<file path="src/rtl/mtwg_pkg.sv">
// Shared constants and types for the MT19937 word generator.
package mtwg_pkg;

	localparam int STATE_WORDS_DEF  = 624;
	localparam int TWIST_OFFSET_DEF = 397;
	localparam int SCRAMBLE_STEPS   = 50;

	localparam logic [31:0] LCG_MUL   = 32'd69069;
	localparam logic [31:0] LCG_ADD   = 32'd1;
	localparam logic [31:0] TWIST_XOR = 32'h9908_b0df;
	localparam logic [31:0] TEMPER_B  = 32'h9d2c_5680;
	localparam logic [31:0] TEMPER_C  = 32'hefc6_0000;

	typedef enum logic [2:0] {
		ST_IDLE,
		ST_SCRAMBLE,
		ST_FILL,
		ST_READ,
		ST_TWIST
	} ctrl_state_t;

	typedef struct packed {
		logic load_seed;
		logic scramble;
		logic fill;
		logic read;
		logic twist;
	} ctrl_cmd_t;

	typedef struct packed {
		logic scramble_last;
		logic fill_last;
		logic out_busy;
	} ctrl_status_t;

endpackage

</file>
<file path="src/rtl/mtwg_ctrl.sv">
// Controller state machine: request handshake, seeding sequence and twist steps.
module mtwg_ctrl
	import mtwg_pkg::*;
(
	input  logic         clk,
	input  logic         arst_n,
	input  logic         in_valid,
	output logic         in_stall,
	input  logic         restart,
	output ctrl_cmd_t    cmd,
	input  ctrl_status_t status
);

	ctrl_state_t state_q, state_d;
	logic        needs_seed_q, needs_seed_d;
	logic        accept;

	always_ff @(posedge clk or negedge arst_n) begin
		if (!arst_n) begin
			state_q      <= ST_IDLE;
			needs_seed_q <= 1'b1;
		end else begin
			state_q      <= state_d;
			needs_seed_q <= needs_seed_d;
		end
	end

	assign in_stall = (state_q != ST_IDLE);
	assign accept   = in_valid && !in_stall;

	always_comb begin
		state_d      = state_q;
		needs_seed_d = needs_seed_q;
		cmd          = '0;
		unique case (state_q)
			ST_IDLE: begin
				if (accept) begin
					if (restart || needs_seed_q) begin
						cmd.load_seed = 1'b1;
						state_d       = ST_SCRAMBLE;
					end else begin
						cmd.read = 1'b1;
						state_d  = ST_TWIST;
					end
				end
			end
			ST_SCRAMBLE: begin
				cmd.scramble = 1'b1;
				if (status.scramble_last) begin
					state_d = ST_FILL;
				end
			end
			ST_FILL: begin
				cmd.fill = 1'b1;
				if (status.fill_last) begin
					needs_seed_d = 1'b0;
					state_d      = ST_READ;
				end
			end
			ST_READ: begin
				cmd.read = 1'b1;
				state_d  = ST_TWIST;
			end
			ST_TWIST: begin
				if (!status.out_busy) begin
					cmd.twist = 1'b1;
					state_d   = ST_IDLE;
				end
			end
			default: begin
				state_d = ST_IDLE;
			end
		endcase
	end

endmodule

</file>
<file path="config.mk">
export PLATFORM = sky130hd
export DESIGN_NAME = mtwg_ctrl
export DESIGN_NICKNAME = d
export VERILOG_FILES = /design/src/rtl/mtwg_pkg.sv /design/src/rtl/mtwg_ctrl.sv
export SDC_FILE = /design/constraint.sdc
export NUM_CORES = 1
export LEC_CHECK = 0
export BUFFER_PORTS_ARGS = -buffer_cell sky130_fd_sc_hd__buf_4
export CAP_MARGIN = 15
export CORE_AREA = 10 10 47 49
export DETAILED_ROUTE_END_ITERATION = 7
export DIE_AREA = 0 0 57 59
export PLACE_DENSITY = 0.42
export SLEW_MARGIN = 20
export SYNTH_ARGS = -nofsm -noshare
export SYNTH_HDL_FRONTEND = slang
export SYNTH_SLANG_ARGS = --single-unit
</file>
<file path="constraint.sdc">
create_clock -name clk -period 3.46 [get_ports clk]
set_clock_uncertainty 0.2 [all_clocks]
set_input_delay 0.692 -clock clk [delete_from_list [all_inputs] [get_ports clk]]
set_output_delay 0.692 -clock clk [all_outputs]
set_load 0.05 [all_outputs]
</file>
# Yosys cells after proc, flatten, opt, wreduce, memory -nomap -nowiden
# Cells that the tools add are included.
[word_totals]
ff_bits = 4
in_bits = 7
out_inout_bits = 6
word_cells = 33
[op_classes]
n_eq_ne = 8
mux = 16
n_reduce_logical = 7
[ops]
columns = ["cell", "count"]
rows = [
  ["$mux 3", 5],
  ["$pmux 3 s5", 1],
  ["$mux 1", 9],
  ["$ne 2x2->1 const B", 4],
  ["$eq 3x2->1 const B", 2],
  ["$reduce_and 4->1", 1],
  ["$eq 3x1->1 const B", 1],
  ["$eq 3x3->1 const B", 1],
  ["$logic_not 3->1", 1],
  ["$reduce_bool 3->1", 1],
  ["$pmux 1 s2", 1],
  ["$reduce_and 2->1", 1],
  ["$logic_and 1x1->1", 1],
  ["$logic_not 1->1", 1],
  ["$logic_or 1x1->1", 1],
]

# Logic depth before layout (Yosys ltp)
[depth]
ltp_word = 5
mapped_depth = 3
mapped_depth_nobuf = 3

# Worst setup path before layout
# Ideal clock, no wire load.
[synth_timing]
path_kind = "input to output"
from = "input port restart"
to = "output port cmd[4] (netlist name)"
arrival_time_ps = 1811
required_ps = 2568
slack_ps = 757
path_stages = 2
n_path_buf = 0
path_cell_list = "nor2_1 > nor3_1"
[synth_rtl]
columns = ["item", "line", "source"]
rows = [
  ["start: declaration", "mtwg_ctrl.sv:9", "input logic restart,"],
  ["end: declaration", "mtwg_ctrl.sv:10", "output ctrl_cmd_t cmd,"],
]

==> impl_metrics.ini <==
[outcome]
outcome = finished clean

[finish]
area_delta_synth_final_pct = 56.45
drive_gt1_share_pct = 46.34
postLayoutCellArea_um2 = 364.1
nets = 49
num_antenna_cells = 0
final_cells = 57

[critical_path]
max_stage_delay_ns = 0.20
crit_fanout = 3
r2r_end = state_q[2]
crit_buf_inv = 2
reg2regPathDepth = 3
cp_data_arrival_time_ns = 1.40
critPathTopFamily = buffers and inverters
r2r_start = state_q[0]
r2r_setup_slack_ns = 2.26
cp-start-kind = input pin
path_cells = buf_4 > nor2_1 > a31oi_1 > nor2_1 > buf_4
cpMaxStageDelayCell = buf_4
required_ns = 2.57
critPathCaptureType = output pin
critPathKind = input pin to output pin

[pwr]
leakagePower_uw = 0.0001798
peakVddDrop_v = 0.0002549
pwr_density_cell_nw_per_um2 = 1102

[placement]
post_dp_cell_area_um2 = 337.8
post-dp-hpwl_um = 529.8
routabilityCongestion = 0.6571
portBuffers = 12
dp_cells = 53

[clock_tree]
clock_sinks = 4
post_cts.repair.setup_buffers = 0
cts_buffer_depth = 2
ctsResizeCount = 0
cts_root_buffer = clkbuf_4
clk_latency_ns = 0.23
cts_tree = yes
h-tree-depth = 1
cts_made_buffers = 3
clk_pin_slew_ns = 0.04
hold_buffers = 0

[yosys]
yosys.area.top_type_share_pct = 32.26
yosys_warnings = 0
yosys-top-cells-count = 3 x dfrtp_1, 3 x nor2_1, 2 x a31oi_1, 2 x nand2_1
syn_inst = 26
seq_area_frac_synth_pct = 43.55
synth_edf_count = 0
synth_area_leaders = dfrtp_1 32%, dfstp_2 11%, a31oi_1 5.4%
synthArstFlopShare_pct = 100.0
yosysUniqueCellTypes = 20
syn-cell-area_um2 = 232.7
synth_top_cell_by_area = dfrtp_1
syn_area_per_cell_um2 = 8.951
ys_seq_elements = 4
synth_ff_type = dfrtp_1
synth_fp_nets = 33

[worst_hold_path]
hp-class = input pin to asynchronous set/reset pin

[job]
cap_violations = 0

[sta]
setup_viol = 0
hold_violations = 0
post-route-period-util_pct = 66.26
drv_slew = 0
worst_slew_pin_slew_ns = 0.2929
fmax_ghz = 0.4362
finalCriticalPeriod_ns = 2.292
max_slew_margin_pct = 80.48
setup_tns_ns = 0
rsz0062_at_grt = no

[drt]
ant_nets = 0
wl_um = 622
drc_errors = 0
viasPerCell = 3.912
initialDrtViolationCount = 7
vias = 223
routedWlPerCell_um = 10.91
dr.pass1.iters = 4

[grt]
antenna_found_initial = 0
grt-ovfl-total = 0
grt_usage_pct = 4.154
grt_pass1_wl_um = 1041
grt_start_max_net_pins = 10
first_global_vias = 228

[floorplanning]
die_area_um2 = 3363
die_w_um = 57
start_util_pct = 16.61
ios = 13
std_cell_rows = 14
die_y_um = 59
coreArea_um2 = 1401
==> where the power goes <==
group,total (µW),switching (µW),internal (µW)
combinational,243,165,78.7
sequential,96.3,32.8,63.5
clock,61.8,18.5,43.2
==> how the worst max path moves through the flow <==
stage / to / start / slack, ns / cells past startpoint
after detailed placement: cmd[1] / restart / 1.16 / 5
after floorplan: cmd[4] / restart / 0.76 / 2
after CTS: cmd[1] / restart / 1.16 / 5
after global placement: cmd[1] / restart / 1.16 / 5
final: cmd[1] / restart / 1.17 / 5
after global routing: cmd[1] / restart / 1.09 / 5
==> metrics by stage <==
step	hold slack [ns]	worst slack, ns	util, %	power (µW)
2_1_floorplan	0.1964	0.7568	-	274.1
6_report	0.04237	1.168	25.98	401.4
5_1_grt	0.02909	1.091	25.98	432.2
3_5_place_dp	0.2794	1.155	24.11	343.8
3_3_place_gp	0.2800	1.162	24.11	341.4
4_1_cts	0.03410	1.155	25.98	409.1
==> cell type report <==
| type | instances | area (µm²) |
|---|---|---|
| fillers | 172 | 1037 |
| inverters | 1 | 3.754 |
| well taps | 16 | 20.02 |
| multi-input cells | 20 | 122.6 |
| flip-flops and latches | 4 | 101.3 |
| repair buffers | 12 | 90.09 |
| clock buffers | 4 | 26.28 |
==> worst register-to-register path, delay by kind of cell (launching register included) <==
family	cells	cell delay [ns]
compound gates	2	0.27
simple gates	1	0.18
flops	1	0.43
==> logic make-up after synthesis <==
family | share of synthesized area, %
buf+inv | 3.760
compound gates | 16.13
flops | 43.55
simple gates | 36.56
==> per-layer routing <==
metal,up-vias,share of wire [%],GRT usage (%)
met5,-,0,0
met4,0,0,4.027
met3,0,8.5,2.361
met2,9,47,5.736
met1,94,44,4.291
li1,120,-,-
==> cells in the final DEF (no fill, tap or decap) <==
cell type / n
buf_4: 12
nor2_1: 3
clkbuf_4: 3
dfrtp_1: 3
a31oi_1: 2
nand2_1: 2
nor3b_2: 1
inv_1: 1
nor3_2: 1
nor2_2: 1
and2_1: 1
or3_1: 1
nor3_1: 1
nand3_1: 1
o21ai_1: 1
a21o_1: 1
a21boi_1: 1
nor3b_1: 1
nand3b_1: 1
a21oi_1: 1
clkbuf_1: 1
dfstp_2: 1
==> registers in the layout, summed over array words and instances, names as in the netlist <==
signal	count
state_q	3
needs_seed_q	1
Note: power is estimated with default switching activity, not from simulation.
